File: src/rtl/twc_ram.sv
// ----------------------------------------------------------------------------
// twc_ram: generic single-port-write, single-port-read RAM
// One write and one registered read per cycle; read data holds without re.
// ----------------------------------------------------------------------------
module twc_ram #(
    parameter int WIDTH = 8,
    parameter int DEPTH = 16
) (
    input  logic                                     i_clk,
    input  logic                                     i_we,
    input  logic [((DEPTH > 1) ? $clog2(DEPTH) : 1)-1:0] i_waddr,
    input  logic [WIDTH-1:0]                         i_wdata,
    input  logic                                     i_re,
    input  logic [((DEPTH > 1) ? $clog2(DEPTH) : 1)-1:0] i_raddr,
    output logic [WIDTH-1:0]                         o_rdata
);

    logic [WIDTH-1:0] r_mem [DEPTH];
    logic [WIDTH-1:0] r_rdata;

    // Write port.
    always_ff @(posedge i_clk) begin
        if (i_we) begin
            r_mem[i_waddr] <= i_wdata;
        end
    end

    // Registered read port; returns the old contents on a same-address write.
    always_ff @(posedge i_clk) begin
        if (i_re) begin
            r_rdata <= r_mem[i_raddr];
        end
    end

    assign o_rdata = r_rdata;

endmodule

File: config.mk
export PLATFORM = sky130hd
export DESIGN_NAME = twc_ram
export DESIGN_NICKNAME = d
export VERILOG_FILES = /design/src/rtl/twc_ram.sv
export SDC_FILE = /design/constraint.sdc
export NUM_CORES = 1
export LEC_CHECK = 0
export BUFFER_PORTS_ARGS = -buffer_cell sky130_fd_sc_hd__buf_2
export CAP_MARGIN = 20
export CORE_AREA = 5 5 100 102
export DETAILED_ROUTE_END_ITERATION = 8
export DIE_AREA = 0 0 105 107
export HOLD_SLACK_MARGIN = 0.15
export PLACE_DENSITY = 0.86
export SYNTH_ARGS = -nofsm -noshare
export SYNTH_HDL_FRONTEND = slang
export SYNTH_SLANG_ARGS = --single-unit
export TNS_END_PERCENT = 10
File: constraint.sdc
create_clock -name i_clk -period 2.15 [get_ports i_clk]
set_input_delay 0.43 -clock i_clk [delete_from_list [all_inputs] [get_ports i_clk]]
set_output_delay 0.43 -clock i_clk [all_outputs]
set_load 0.03 [all_outputs]
# Yosys cells after proc, flatten, opt, wreduce, memory -nomap -nowiden
# Memories as Yosys holds them, arrays and structs flattened. A register that Yosys moved wholly into a read port is not among the register bits.
# Cells that the tools add are included.
# word_totals
regBits,0
latchBits,0
ram_bits,128
romBits,0
output_inout_bits,8
n_memories,1
# op_classes
n_addsub,0
multipliers,0
div,0
n_lt_le_gt_ge,0
eq_ne,0
shift,0
muxes,2
bitwise_logic,0
n_reduce_logical,0
# mem_list
name,depth,word_bits,rd,rd_clocked_by_memory_dff,write_ports,line,rtl
r_mem,16,8,1,1,1,18,logic [WIDTH-1:0] r_mem [DEPTH];
# ops
op,count
2-to-1 mux 1 bit,2

# Depth between registers and ports, before layout
# logic_depth
ltp_word,2
mapped_depth,5
ltp_nobuf,3

# Worst setup path before layout
# Ideal clock, no wire load.
# synth_path
path_type,input to register
start,in i_waddr[2] (netlist bit)
end,"mem r_mem[0][0], enable pin"
setup_ns,0.383
arrival_ns,1.540
slack_ns,0.227
cell_stages,2
cell_sequence,or3b_2 > nor3_1
# synth_lines
item,line,rtl
start: declaration,11,"input logic [((DEPTH > 1) ? $clog2(DEPTH) : 1)-1:0] i_waddr,"
end: declaration,18,
# No word-level cell before the write port.

# Worst setup path in the final report
# layout_path
start,"reg r_rdata[6], in the netlist o_rdata[6], read port of r_mem"
end,out o_rdata[6]
# layout_lines
item,line,rtl
start: declaration,19,logic [WIDTH-1:0] r_rdata;
end: declaration,15,output logic [WIDTH-1:0] o_rdata
# No word-level cell between the ends.

==> out/results.md <==
| Group | Quantity | Reported |
| --- | --- | --- |
| timing | Max Clock Freq | 0.632 GHz |
| placement | Pre-CTS setup slack | 73.9 ps |
| worst setup path | Chain of cells forming the critical path | buf_2 |
| logic synthesis | Cell area after synthesis | 5230 um^2 |
| layout | Layout area overhead | 19.2% |
| worst setup path | Required @ worst endpoint | 1720 ps |
| clocking | TritonCTS clock tree | done |
| timing | Relative slew margins | 0.721 |
| logic synthesis | Net count after synthesis | 248 |
| route | Ratio of routed vias to standard cells | 6.31 |
| worst setup path | Worst path bufs/invs | 1 |
| route | Post-detailed-route wirelength per cell | 25.4 um |
| power and ir drop | Total Power Consumption | 6.34 mW |
| worst setup path | Launching element type of the critical path | register |
| power and ir drop | Relative contribution of combinational cells to total power | 0.048 |
| clocking | Clock Sinks | 136 |
| logic synthesis | Post-synthesis cell type count | 18 |
| grt | Combined global-route utilization of all metal layers | 0.199 |
| timing | Worst-case clock skew | 5.01 ps |
| route | Number of iterations in the first detailed-routing pass | 4 |
| power and ir drop | Net Sw Power | 1.24 mW |
| logic synthesis | Share of the yosys chip area belonging to registers | 0.781 |
| worst hold path | Class of the tightest hold or removal check | in -> reg |
| placement | Final HPWL from detailed placement | 6310 um |
| logic synthesis | Flip-flop and latch count after synthesis | 136 |
| clocking | Total number of H-tree levels | 4 |
| floorplan | Placeable core area | 9020 um^2 |
| timing | Min Tclk post-route | 1580 ps |
| route | Post-route ant nets | 0 |
| worst setup path | Longest individual stage delay on the worst path | 430 ps |
| timing | Portion of the clock cycle consumed by the worst path in the final layout | 0.735 |
| placement | Global placement routability congestion | 0.729 |
| worst setup path | Startpoint of the worst-slack reg-to-reg timing path | r_mem[1][2] |
| worst setup path | Largest delay share family, worst path | flip-flops |
| grt | Number of antenna violations at the first check in global routing | 0 |
| route | Iteration-0 DRC count of the detailed router | 232 |
| clocking | Clock root cell | sky130_fd_sc_hd__clkbuf_8 |
| floorplan | Y dimension of the die | 107 um |
| timing | # setup viols final | 0 |
| clocking | Clock latency on the worst-skew pair | 520 ps |
| clocking | Clock slew at the register clock pins of the worst setup and hold paths | 60 ps |
| run status | Run status | finished, final reports clean |
| logic synthesis | EDFF count, synth | 136 |
| timing | Final Hold Viols | 0 |
| grt | Vias in the first global route | 2657 |
| power and ir drop | Net Sw Frac | 0.196 |
| route | Via count | 2582 |
| layout | Count of nets after finishing | 305 |
| timing | RSZ-0062 raised after global routing | no |
| worst setup path | Critical path arrival | 1150 ps |
| logic synthesis | Total of warnings raised by yosys | 0 |
| layout | Utilization after layout | 0.691 |
| power and ir drop | VDD IR-drop max | 470 uV |
| clocking | Number of buffers between clock root and the deepest sink | 2 |
| worst hold path | Critical hold path startpoint | i_re |
| power and ir drop | Static Leak | 2.13 nW |
| grt | Pin count of the biggest net entering global routing | 33 |
| logic synthesis | Most instantiated cells after synthesis | sky130_fd_sc_hd__edfxtp_1 (136), sky130_fd_sc_hd__mux4_2 (18), sky130_fd_sc_hd__a22oi_1 (16) |
| logic synthesis | Area share of the largest cell type after synthesis | 0.781 |
| floorplan | Number of placement rows | 35 |
| grt | Global-route wire length before repair | 15800 um |
| worst setup path | Critical Path Sink Type | output port |
| clocking | Resized cells post-CTS | 0 |
| timing | Worst setup slack after layout | 569 ps |
| clocking | Number of buffers inserted by post-CTS setup repair | 0 |
| layout | Total inserted antenna cells | 0 |
| floorplan | Ports placed on the boundary | 27 |
| worst setup path | Startpoint of the most critical setup path | o_rdata[6] |
| layout | Share of cells above drive strength 1 | 0.322 |
| logic synthesis | Top cells by area in the synthesized netlist | sky130_fd_sc_hd__edfxtp_1 (78%), sky130_fd_sc_hd__mux4_2 (7.8%), sky130_fd_sc_hd__mux4_1 (7.0%) |
| logic synthesis | Most repeated cell in the gate-level netlist after synthesis | sky130_fd_sc_hd__edfxtp_1 |
| clocking | TritonCTS buffer count | 17 |
| placement | IO Port Bufs | 26 |
| layout | Cell area after layout | 6230 um^2 |
| run | Count of maximum capacitance violations | 0 |
| logic synthesis | Average size of a mapped cell | 22.8 um^2 |
| floorplan | Initial Util | 0.579 |
| placement | Post-detailed-placement cell area | 5610 um^2 |
| logic synthesis | Number of cells produced by synthesis | 229 |
| timing | Number of max-slew violations in the final report | 0 |
| floorplan | Die span in x | 105 um |
| power and ir drop | Internal Pwr Total | 5.10 mW |
| clocking | Post-CTS Hold Fix Bufs | 0 |
| logic synthesis | Predominant post-synthesis flop cell | sky130_fd_sc_hd__edfxtp_1 |
| worst setup path | Library cell contributing the largest single delay on the critical path | sky130_fd_sc_hd__edfxtp_1 |
| route | DR DRC count | 0 |
| logic synthesis | Synth async-reset ratio | 0 |
| floorplan | Area of the die | 11200 um^2 |
| timing | Sum of negative setup slack | 0 ps |
| power and ir drop | Cell area power density | 1020 nW/um^2 |
| logic synthesis | Library cell with the largest summed area after synthesis | sky130_fd_sc_hd__edfxtp_1 |
| route | Total wire length after detailed routing | 10400 um |
| power and ir drop | Clock power frac | 0.478 |
| grt | Aggregate global routing overflow | 0 |
| timing | Least-Margin Pin Slew | 419 ps |
| worst setup path | Worst setup path class | reg -> out |
| power and ir drop | Reg power frac | 0.474 |
| worst setup path | Peak fanout along the critical path | 1 |
final timing paths:
path / endpoint / cells past startpoint / slack [ps]
setup / recovery: o_rdata[6] / 1 / 570
hold / removal: o_rdata[4] / 1 / 280
setup reg to reg: o_rdata[2] / 3 / 590
hold reg to reg: o_rdata[1] / 3 / 770
cells by family after synthesis:
family / count (synthesis) / share of synthesized area
mux: 32 / 0.148
simple gates: 35 / 0.0314
buf+inv: 10 / 0.0165
flops: 136 / 0.781
compound gates: 16 / 0.0230
state kept, by name (all words and copies together) (netlist names):
register / count
r_mem: 128
o_rdata: 8
metrics by stage:
| stage | hold WS, ps | instances |
|---|---|---|
| final | 285 | 409 |
| after global routing | 279 | 409 |
| after CTS | 277 | 409 |
| after detailed placement | 747 | 378 |
| after global placement | 726 | 378 |
| after floorplan | 529 | 229 |
cell usage in the layout, fill, tap and decap left out:
master | Yosys | final
sky130_fd_sc_hd__nand3_1 | 1 | 1
sky130_fd_sc_hd__nor2b_1 | 1 | 1
sky130_fd_sc_hd__clkinv_2 | 0 | 2
sky130_fd_sc_hd__clkbuf_1 | 0 | 1
sky130_fd_sc_hd__inv_6 | 0 | 1
sky130_fd_sc_hd__bufinv_16 | 0 | 5
sky130_fd_sc_hd__clkinv_1 | 0 | 1
sky130_fd_sc_hd__nor3_1 | 4 | 4
sky130_fd_sc_hd__mux4_1 | 14 | 14
sky130_fd_sc_hd__a22oi_1 | 16 | 16
sky130_fd_sc_hd__buf_4 | 1 | 19
sky130_fd_sc_hd__clkbuf_16 | 0 | 16
sky130_fd_sc_hd__edfxtp_1 | 136 | 136
sky130_fd_sc_hd__and2_1 | 1 | 1
sky130_fd_sc_hd__mux4_2 | 18 | 18
sky130_fd_sc_hd__and2b_1 | 1 | 1
sky130_fd_sc_hd__nand3b_1 | 2 | 2
sky130_fd_sc_hd__nand2b_1 | 2 | 2
sky130_fd_sc_hd__nor2_1 | 13 | 13
sky130_fd_sc_hd__buf_2 | 3 | 26
sky130_fd_sc_hd__clkbuf_8 | 0 | 1
sky130_fd_sc_hd__buf_12 | 0 | 3
sky130_fd_sc_hd__nand2_1 | 9 | 9
sky130_fd_sc_hd__or3b_2 | 1 | 1
sky130_fd_sc_hd__clkinvlp_4 | 0 | 4
power groups by stage:
| stage | Combinational, mW | Sequential, mW | Clock (mW) |
|---|---|---|---|
| after floorplan | 0.151 | 3.08 | 0 |
| after global placement | 0.287 | 3.06 | 0 |
| after detailed placement | 0.301 | 3.06 | 0 |
| after CTS | 0.305 | 3.01 | 3.06 |
| after global routing | 0.325 | 3.01 | 3.19 |
| final | 0.301 | 3.01 | 3.03 |
final cells by class:
cell class | instances | area [um^2]
well taps | 111 | 139
fillers | 544 | 2790
multi-input cells | 83 | 1060
flip-flops and latches | 136 | 4080
repair buffers | 48 | 333
clock buffers | 18 | 418
clock inverters | 13 | 203
layer usage:
| metal | GRT usage | wire [um] |
|---|---|---|
| met1 | 0.275 | 4220 |
| met2 | 0.313 | 5370 |
| met5 | 0 | 0 |
| met3 | 0.0464 | 605 |
| met4 | 0.0740 | 170 |
(Power assumes the default switching activity.)
