===== src/rtl/twc_pkg.sv =====
// ----------------------------------------------------------------------------
// twc_pkg: shared types and constants of the two-way cache tag store
// Holds the access kind, the lookup verdict and the fixed field widths.
// ----------------------------------------------------------------------------
package twc_pkg;

    // Width of the cache size register.
    localparam int CFG_W = 4;

    // Cache size after reset: 256 bytes.
    localparam logic [CFG_W-1:0] CFG_RESET = 4'd8;

    // Upper bound on index bits regardless of the store depth.
    localparam int SET_BITS_LIMIT = 12;

    // Address and miss counter widths.
    localparam int ADDR_W = 64;
    localparam int MISS_W = 32;
    localparam logic [MISS_W-1:0] MISS_MAX = '1;

    // Result word: hit, way, evicted dirty, miss count, padded to bytes.
    localparam int OUT_W = 40;

    // Access kind carried on the input side channel.
    typedef enum logic {
        CMD_LOAD  = 1'b0,
        CMD_STORE = 1'b1
    } t_cmd;

    // Verdict of one lookup.
    typedef struct packed {
        logic evicted_dirty;
        logic way;
        logic hit;
    } t_lookup;

endpackage


===== src/rtl/twc_lookup.sv =====
// ----------------------------------------------------------------------------
// twc_lookup: tag compare and set update for one access
// Compares the tag against both ways, picks the way and builds the new set.
// ----------------------------------------------------------------------------
module twc_lookup
    import twc_pkg::*;
#(
    parameter int TAG_W = 58
) (
    input  logic [TAG_W-1:0] i_tag,
    input  t_cmd             i_cmd,
    input  logic [TAG_W-1:0] i_tag0,
    input  logic [TAG_W-1:0] i_tag1,
    input  logic             i_dirty0,
    input  logic             i_dirty1,
    input  logic             i_lru,
    output logic [TAG_W-1:0] o_tag0,
    output logic [TAG_W-1:0] o_tag1,
    output logic             o_dirty0,
    output logic             o_dirty1,
    output logic             o_lru,
    output t_lookup          o_res
);

    logic match0;
    logic match1;
    logic hit;
    logic way;
    logic store;

    assign store  = (i_cmd == CMD_STORE);
    assign match0 = (i_tag0 == i_tag);
    assign match1 = (i_tag1 == i_tag);
    assign hit    = match0 | match1;

    // Way 1 wins when both ways match; a miss takes the LRU victim.
    assign way = hit ? match1 : i_lru;

    // Verdict: the victim's dirty bit only matters on a miss.
    always_comb begin
        o_res.hit           = hit;
        o_res.way           = way;
        o_res.evicted_dirty = (!hit) && (way ? i_dirty1 : i_dirty0);
    end

    // New set contents: refill on a miss, mark dirty on a store hit.
    always_comb begin
        o_tag0   = i_tag0;
        o_tag1   = i_tag1;
        o_dirty0 = i_dirty0;
        o_dirty1 = i_dirty1;
        if (way) begin
            if (!hit) begin
                o_tag1   = i_tag;
                o_dirty1 = store;
            end else begin
                o_dirty1 = i_dirty1 | store;
            end
        end else begin
            if (!hit) begin
                o_tag0   = i_tag;
                o_dirty0 = store;
            end else begin
                o_dirty0 = i_dirty0 | store;
            end
        end
        o_lru = ~way;
    end

endmodule


===== config.mk =====
export PLATFORM = sky130hd
export DESIGN_NAME = twc_lookup
export DESIGN_NICKNAME = d
export VERILOG_FILES = /design/src/rtl/twc_pkg.sv /design/src/rtl/twc_lookup.sv
export SDC_FILE = /design/constraint.sdc
export NUM_CORES = 1
export LEC_CHECK = 0
export ABC_CLOCK_PERIOD_IN_PS = 2500
export BUFFER_PORTS_ARGS = -buffer_cell sky130_fd_sc_hd__buf_4
export CAP_MARGIN = 30
export CORE_AREA = 2 2 117 119
export DETAILED_ROUTE_END_ITERATION = 12
export DIE_AREA = 0 0 119 121
export PLACE_DENSITY = 0.53
export SYNTH_ARGS = -nofsm -noshare
export SYNTH_HDL_FRONTEND = slang
export SYNTH_SLANG_ARGS = --single-unit
export TNS_END_PERCENT = 50

===== constraint.sdc =====
create_clock -name vclk -period 2.5
set_input_delay 0.25 -clock vclk [all_inputs]
set_output_delay 0.25 -clock vclk [all_outputs]
set_load 0.01 [all_outputs]

# Word-level counts from Yosys, hierarchy flattened
# Index checks and enable logic that the tools add are counted.
[word_totals]
input_bits = 178
reg_bits = 0
out_inout_bits = 122
[classes]
reduce_logical = 2
bitwise_logic = 4
mux = 10
eq_ne = 2
[op_table]
columns = ["op", "n"]
rows = [
  ["$mux W58", 4],
  ["$eq A58 B58 Y1", 2],
  ["$mux W1", 6],
  ["$or A1 B1 Y1", 3],
  ["$logic_and A1 B1 Y1", 1],
  ["$logic_not A1 Y1", 1],
  ["$not A1 Y1", 1],
]

# Logic depth before layout (Yosys ltp)
# Gate-level depths: netlist of run 1.
[depth]
depth_word = 5
ltp_mapped = 9
ltp_nobuf = 7

# Least setup slack after synthesis of run 1
# No wires, ideal clock.
[synth_timing]
path_type = "input to output"
from = "input i_tag[19]"
to = "output o_tag1[48]"
arrival_ps = 1864
cell_stages = 8
slack_ps = 386
n_path_buf = 2
cell_sequence = "xnor2_1 > nand4_1 > nor4_1 > nand4_1 > nand3_1 > buf_2 > buf_4 > mux2_2"
[synth_between]
elab_chain_len = 4
[synth_lines]
columns = ["element", "line_no", "text"]
rows = [
  ["from (decl)", "twc_lookup.sv:10", "input logic [TAG_W-1:0] i_tag,"],
  ["$eq A58 B58 Y1, on equally long branches", "twc_lookup.sv:32, twc_lookup.sv:33", ""],
  ["$or A1 B1 Y1", "twc_lookup.sv:34", "assign hit = match0 | match1;"],
  ["$mux W58 / $mux W1 (equally long branches)", "twc_lookup.sv:53, twc_lookup.sv:37", ""],
  ["$mux W58 (*)", "twc_lookup.sv:52", "if (way) begin"],
  ["to (decl)", "twc_lookup.sv:18", "output logic [TAG_W-1:0] o_tag1,"],
]
# Mark *: on every way between the ends. The rest lies on a longest branch, timed or not.

# Worst setup path in the final report of run 1
[layout_timing]
from = "input i_tag[55]"
to = "output o_tag0[35]"
[layout_between]
elab_chain_len = 4
[layout_lines]
columns = ["element", "line_no", "text"]
rows = [
  ["$eq A58 B58 Y1, on equally long branches", "twc_lookup.sv:32, twc_lookup.sv:33", ""],
  ["$or A1 B1 Y1", "twc_lookup.sv:34", ""],
  ["$mux W58 / $mux W1 (equally long branches)", "twc_lookup.sv:60, twc_lookup.sv:37", ""],
  ["$mux W58 (*)", "twc_lookup.sv:52", ""],
  ["to (decl)", "twc_lookup.sv:17", "output logic [TAG_W-1:0] o_tag0,"],
]
# Marked as above.

==> results.py, run 1 <==
metrics = {
    "outcome": {
        "status": "finished, violations left",
        "violations": "negative setup slack",
    },
    "sta": {
        "worstMarginPinSlew_ns": 0.319,
        "final_max_slew_viol_count": 0,
        "slew_headroom": 0.787,
        "fmax_mhz": 380,
        "fin_ws_ns": -0.132,
        "rsz0062_at_grt": "true",
        "setup-violations-final": 115,
        "fin_setup_tns_ns": -9.00,
        "period_needed_ns": 2.63,
        "hold_viol": 0,
        "worst_hold_slack_ns": 0.813,
        "min_period_over_period": 1.05,
    },
    "drt": {
        "dr_wl_met2_um": 8940,
        "dr.max_layer_used": "met4",
        "drtIter0Drc": 70,
        "vias_per_cell": 4.56,
        "wl_met1_um": 6340,
        "wire_per_inst_um": 20.1,
        "finalWirelength_um": 16500,
        "drc": 0,
        "ant_nets": 0,
        "wl_met3_um": 1020,
        "vias": 3749,
        "firstDrtPassIters": 4,
    },
    "floorplanning": {
        "start_util": 0.212,
        "dieWidth_um": 119,
        "core_um2": 13100,
        "die-area_um2": 14400,
        "rows": 42,
        "die_h_um": 121,
        "io_pins": 300,
    },
    "cells_and_area": {
        "area_delta_synth_final_pct": 150,
        "nClkBuffers": 0,
        "num_antenna_cells": 0,
        "fillerInstances": 1156,
        "drive_gt1_frac": 0.813,
        "nNetsFinal": 827,
        "finish.utilization": 0.531,
        "multi_input_area_um2": 3310,
        "nFlopsAndLatches": 0,
        "regArea_um2": 0,
    },
    "flow_run": {
        "maxCapViolations": 0,
    },
    "critical_path": {
        "end_kind": "output port",
        "required_ns": 2.25,
        "crit_family": "simple AND/OR/NAND/NOR gates",
        "cp.arrival_ns": 2.38,
        "crit_chain": "buf_4, xnor2_1, nand2_1, nor4_4, nand4_1, buf_4, and3b_4, buf_12, mux2_4, buf_6",
        "worst-path-max-fanout": 8,
        "start_kind": "input pin",
        "path_common_cell": "buf_4",
        "crit_slowest_cell": "nor4_4",
        "crit_buf_inv": 4,
        "critical_path.max_stage_delay_ns": 0.33,
        "crit_type": "in -> out",
    },
    "synthesis": {
        "syn-num-nets": 476,
        "synth.most_common_cell": "xnor2_1",
        "synthCells": 298,
        "ys.warnings.count": 0,
        "synth.distinct_cells": 21,
        "ys_seq_area_frac": 0,
        "synth_top_area_share": 0.433,
        "yosys-top-cells-count": "xnor2_1, mux2_2, nand4_1",
        "synth_area_leaders": "mux2_2, xnor2_1, nand4_1, mux2_4, buf_2",
        "avgSynthCellArea_um2": 9.33,
        "syn_area_um2": 2780,
        "synth_top_cell_by_area": "mux2_2",
    },
    "grt": {
        "grt_pass1_wl_um": 23300,
        "antenna_found_initial": 0,
        "grt.total_usage": 0.207,
        "grt_max_degree": 23,
        "first_global_vias": 4106,
        "gr-total-overflow": 0,
    },
    "pwr": {
        "p_per_area_nw_per_um2": 215,
        "p_total_mw": 1.49,
        "p_leak_nw": 3.26,
        "peakVddDrop_uv": 88.4,
    },
    "placed_design": {
        "routabilityCongestion": 0.920,
        "io_buffers": 300,
        "hpwlAfterDp_um": 12900,
    },
    "clocking": {
        "cts_hold_buffers": 0,
    },
    "worst_hold_path": {
        "hp-class": "in -> out",
    },
}
[layer usage]
| metal | track usage | vias up |
|---|---|---|
| li1 | - | 1784 |
| met1 | 0.236 | 1758 |
| met2 | 0.412 | 193 |
| met3 | 0.0343 | 14 |
| met4 | 0.0238 | 0 |
| met5 | 0 | - |
[cell families after synthesis]
| family | Yosys count | share of synthesized area |
|---|---|---|
| multiplexers | 117 | 0.486 |
| XOR/XNOR | 116 | 0.365 |
| AND/OR/NAND/NOR | 45 | 0.100 |
| AO/OA/AOI/OAI | 3 | 0.00810 |
| buffers and inverters | 17 | 0.0405 |
[layout make-up]
cell class	count	area share
multi-input combinational	281	0.477
tap	176	0.0317
timing repair buffer	364	0.490
inverter	2	0.00108
[through the flow]
step	instances	cell area [um^2]	setup slack [ns]
2_1_floorplan	298	2780	0.386
3_3_place_gp	809	5610	-0.341
3_5_place_dp	809	5610	-0.326
4_1_cts	825	6610	-0.111
5_1_grt	823	6950	-0.192
6_report	823	6950	-0.132
[where the power goes]
group | internal (mW) | total (mW) | switching, mW
Sequential | 0 | 0 | 0
Combinational | 0.908 | 1.49 | 0.586
Clock | 0 | 0 | 0
[layout by cell type, fill, tap and decap left out, types with 4 or more instances in the layout]
cell type  Yosys  layout
buf_4          3     237
mux2_4         9      67
nor4_2         1       4
xnor2_2        0      25
xnor2_4        0       8
nand4_1       30      30
buf_8          1       6
mux2_2       107      49
buf_12         0       9
buf_6          2     106
buf_16         0       5
xnor2_1      116      83
[timing repair]
action,CTS,global route
endpoints found under the hold margin,0,0
buffers inserted,14,0
setup endpoints to repair,120,119
pin swaps,25,12
gates resized for setup,160,80
gates cloned,7,2
[final timing paths]
| kind | from | to | slack (ns) | cells past startpoint |
|---|---|---|---|---|
| setup / recovery | i_tag[55] | o_tag0[35] | -0.13 | 10 |
| hold / removal | i_tag1[55] | o_tag1[55] | 0.81 | 3 |
Note: power is estimated with default switching activity, not from simulation.
==> run 2, diff against run 1 <==
Settings changed: CORE_AREA 2 2 117 119 to 3 3 114 116, DIE_AREA 0 0 119 121 to 0 0 117 119, PLACE_DENSITY 0.53 to 0.56.
==> results.py, run 2 (synthesized netlist as in run 1, its figures left out) <==
metrics = {
    "floorplanning": {
        "dieWidth_um": 117,
        "start_util": 0.231,
        "rows": 40,
        "die-area_um2": 13900,
        "die_h_um": 119,
        "core_um2": 12000,
        "io_pins": 300,
    },
    "grt": {
        "grt_max_degree": 25,
        "gr-total-overflow": 0,
        "antenna_found_initial": 0,
        "grt.total_usage": 0.205,
        "gr-usage-met2": 0.403,
        "globalRouteMet1Util": 0.244,
        "grt_pass1_wl_um": 22000,
        "grt_use_met3": 0.0264,
        "busiest_layer": "met2",
        "first_global_vias": 3864,
    },
    "cells_and_area": {
        "area_delta_synth_final_pct": 131,
        "drive_gt1_frac": 0.791,
        "layout_common_cells": "buf_4, xnor2_1, buf_6",
        "fillerInstances": 1086,
        "regArea_um2": 0,
        "final_area_um2": 6420,
        "nNetsFinal": 812,
        "nClkBuffers": 0,
        "num_antenna_cells": 0,
        "fin_cells": 779,
        "nFlopsAndLatches": 0,
        "mostFrequentLayoutCell": "buf_4",
    },
    "outcome": {
        "violations": "negative setup slack",
        "status": "finished, violations left",
    },
    "placed_design": {
        "dpl_cell_area_um2": 5430,
        "routabilityCongestion": 0.792,
        "hpwlAfterDp_um": 12800,
        "io_buffers": 300,
        "dp_cells": 762,
        "dp_slack_ns": -0.364,
    },
    "sta": {
        "fmax_mhz": 374,
        "slew_headroom": 0.805,
        "fin_ws_ns": -0.173,
        "hold_viol": 0,
        "min_period_over_period": 1.07,
        "worstMarginPinSlew_ns": 0.284,
        "final_max_slew_viol_count": 0,
        "rsz0062_at_grt": "true",
        "fin_setup_tns_ns": -13.12,
        "period_needed_ns": 2.67,
        "setup-violations-final": 116,
    },
    "drt": {
        "wire_per_inst_um": 20.8,
        "finalWirelength_um": 16200,
        "firstDrtPassIters": 4,
        "vias_per_cell": 4.69,
        "drtIter0Drc": 130,
        "drc": 0,
        "ant_nets": 0,
        "vias": 3651,
    },
    "critical_path": {
        "crit_buf_inv": 6,
        "start_kind": "input pin",
        "path_common_cell": "buf_4",
        "required_ns": 2.25,
        "end_kind": "output port",
        "crit_type": "in -> out",
        "crit_chain": "buf_4, xnor2_2, buf_4, nand4_1, nor4_2, buf_4, nand4_1, buf_4, nand3_4, clkbuf_16, mux2_2, buf_4",
        "worst-path-max-fanout": 12,
        "crit_slowest_cell": "mux2_2",
        "cp.arrival_ns": 2.42,
        "crit_family": "buffers and inverters",
        "critical_path.max_stage_delay_ns": 0.34,
    },
    "worst_hold_path": {
        "hp-class": "in -> out",
    },
    "pwr": {
        "p_per_area_nw_per_um2": 215,
        "p_leak_nw": 2.98,
        "peakVddDrop_uv": 115,
    },
    "flow_run": {
        "maxCapViolations": 0,
    },
}
## run 2: changes by cell type in the layout (fill, tap and decap cells not counted), moves of 3 or more
cell and change:
mux2_4 -15, mux2_2 +15, buf_8 -3, xnor2_2 -9, xnor2_1 +11, buf_12 -4
buf_16 -3, buf_4 +30, buf_6 -37
## run 2: final timing paths
path / startpoint / to / cells past startpoint
worst max-delay path: i_tag1[53] / o_tag1[23] / 12
worst min-delay path: i_tag1[20] / o_tag1[20] / 3
## run 2: cell type report
class,count,area [um^2],area share
multi-input cells,281,3170,0.494
repair buffers,349,3060,0.476
well taps,147,184,0.0286
inverters,2,7.51,0.00117
## run 2: power breakdown
part	internal, mW	switching (mW)
combinational	0.824	0.555
sequential	0	0
clock	0	0
## run 2: routing by layer
layer  part of all wire  vias up
met5                  0        -
met4             0.0041        0
met3              0.060        6
met2               0.53      162
met1               0.40     1717
li1                   -     1766
## run 2: through the flow
stage	power (mW)	utilization	hold slack [ns]
global placement	1.16	0.452	0.814
global route	1.46	0.535	0.812
detailed placement	1.16	0.452	0.812
floorplan	0.488	-	0.601
CTS	1.28	0.499	0.812
finish	1.38	0.535	0.806
## run 2: timing repair
item | in CTS | in global routing
buffers inserted | 15 | 2
pin swaps | 15 | 13
endpoints found under the setup margin | 120 | 121
resized for setup | 71 | 95
gates cloned | 4 | 4
hold buffers | 0 | 0
## run 2: tightest hold or removal path: stages
cell and delay [ns]:
buf_6 0.08, mux2_4 0.14, buf_6 0.09
==> run 3, diff against run 2 <==
Settings changed: CORE_AREA 3 3 114 116 to 2 2 117 119, DIE_AREA 0 0 117 119 to 0 0 119 121, PLACE_DENSITY 0.56 to 0.65.
==> results.py, run 3 (synthesized netlist as in run 1, its figures left out) <==
metrics = {
    "sta": {
        "rsz0062_at_grt": "true",
        "final_max_slew_viol_count": 0,
        "fmax_mhz": 367,
        "setup-violations-final": 117,
        "period_needed_ns": 2.73,
        "worst_hold_slack_ns": 0.808,
        "fin_setup_tns_ns": -21.19,
        "fin_ws_ns": -0.226,
        "hold_viol": 0,
        "min_period_over_period": 1.09,
        "worstMarginPinSlew_ns": 0.347,
        "slew_headroom": 0.767,
    },
    "placed_design": {
        "hpwlAfterDp_um": 12600,
        "routabilityCongestion": 0.940,
        "dpl_cell_area_um2": 5640,
        "io_buffers": 300,
        "dp_cells": 816,
    },
    "cells_and_area": {
        "layout_common_cells": "buf_4, xnor2_1, mux2_2",
        "area_delta_synth_final_pct": 135,
        "mostFrequentLayoutCell": "buf_4",
        "nNetsFinal": 841,
        "fillerInstances": 1172,
        "regArea_um2": 0,
        "nClkBuffers": 0,
        "num_antenna_cells": 0,
        "fin_cells": 837,
        "drive_gt1_frac": 0.793,
        "nFlopsAndLatches": 0,
        "final_area_um2": 6520,
    },
    "clocking": {
        "cts_hold_buffers": 0,
    },
    "pwr": {
        "p_int_uw": 834,
        "clockPowerShare": 0,
        "p_comb_frac": 1.000,
        "swShare": 0.400,
        "p_total_mw": 1.39,
        "power_switching_uw": 555,
        "peakVddDrop_uv": 96.8,
        "p_leak_nw": 3.06,
        "seqPwrFrac": 0,
        "p_per_area_nw_per_um2": 213,
    },
    "floorplanning": {
        "core_um2": 13100,
        "die_h_um": 121,
        "start_util": 0.212,
        "io_pins": 300,
        "die-area_um2": 14400,
        "rows": 42,
        "dieWidth_um": 119,
    },
    "drt": {
        "drc": 0,
        "wire_per_inst_um": 19.4,
        "drtIter0Drc": 121,
        "ant_nets": 0,
        "vias": 3865,
        "firstDrtPassIters": 4,
        "vias_per_cell": 4.62,
        "finalWirelength_um": 16300,
    },
    "worst_hold_path": {
        "min_delay_worst_endpoint": "o_dirty0",
        "min-delay-start": "i_cmd",
        "hold_depth": 3,
        "hp-class": "in -> out",
    },
    "critical_path": {
        "end_kind": "output port",
        "crit_type": "in -> out",
        "worst-path-max-fanout": 7,
        "start_kind": "input pin",
        "required_ns": 2.25,
        "cp.arrival_ns": 2.48,
    },
    "outcome": {
        "status": "finished, violations left",
        "violations": "negative setup slack",
    },
    "grt": {
        "grt_pass1_wl_um": 22600,
        "grt_max_degree": 16,
        "grt.total_usage": 0.202,
        "first_global_vias": 3888,
        "gr-total-overflow": 0,
        "antenna_found_initial": 0,
    },
    "flow_run": {
        "maxCapViolations": 0,
    },
}
## run 3: cell types whose count changed in the layout (fill, tap and decap cells not counted), sizes merged
| cell | change |
|---|---|
| buf | +29 |
## run 3: per-stage QoR
step	setup WS, ns	utilization
finish	-0.226	0.498
global placement	-0.492	0.431
CTS	-0.229	0.474
detailed placement	-0.437	0.431
global route	-0.335	0.498
floorplan	0.386	-
## run 3: worst max-delay path by stage
stage                           from          to  depth (start not counted)
final                       i_tag[8]  o_tag1[29]                         13
after global routing      i_tag1[53]  o_tag1[29]                         14
after CTS                 i_tag1[43]  o_tag1[25]                         14
after detailed placement   i_tag[53]  o_tag0[49]                         11
after global placement     i_tag[37]  o_tag0[49]                         11
after floorplan            i_tag[19]  o_tag1[48]                          8
## run 3: worst max-delay path, stage by stage
cell,delay [ns]
buf_4,0.13
xnor2_2,0.16
nand4_1,0.30
nor4_4,0.27
buf_4,0.16
nand4_1,0.12
buf_4,0.18
nand3_4,0.09
buf_6,0.13
buf_6,0.11
buf_16,0.13
mux2_4,0.31
buf_6,0.12
## run 3: metal layers
layer / GRT usage / vias up / wire, um
met5: 0 / - / 0
met4: 0.0327 / 0 / 331
met3: 0.0240 / 18 / 973
met2: 0.375 / 211 / 8250
met1: 0.253 / 1809 / 6700
li1: - / 1827 / -
## run 3: power by group through the flow
stage / clock network [mW] / logic (mW) / registers [mW]
finish: 0 / 1.39 / 0
global route: 0 / 1.47 / 0
CTS: 0 / 1.32 / 0
detailed placement: 0 / 1.19 / 0
global placement: 0 / 1.19 / 0
floorplan: 0 / 0.488 / 0
## run 3: cell type report
class              instances  area, um^2  area share
inverters                  2        7.51     0.00115
well taps                176         220      0.0338
multi-input cells        281        3030       0.465
repair buffers           378        3260       0.500
## run 3: what timing repair did
| item | 4_1_cts | 5_1_grt |
|---|---|---|
| pin swaps | 15 | 5 |
| resized for setup | 76 | 39 |
| endpoints found under the setup margin | 120 | 120 |
| setup buffers | 8 | 6 |
| cloned | 6 | 3 |
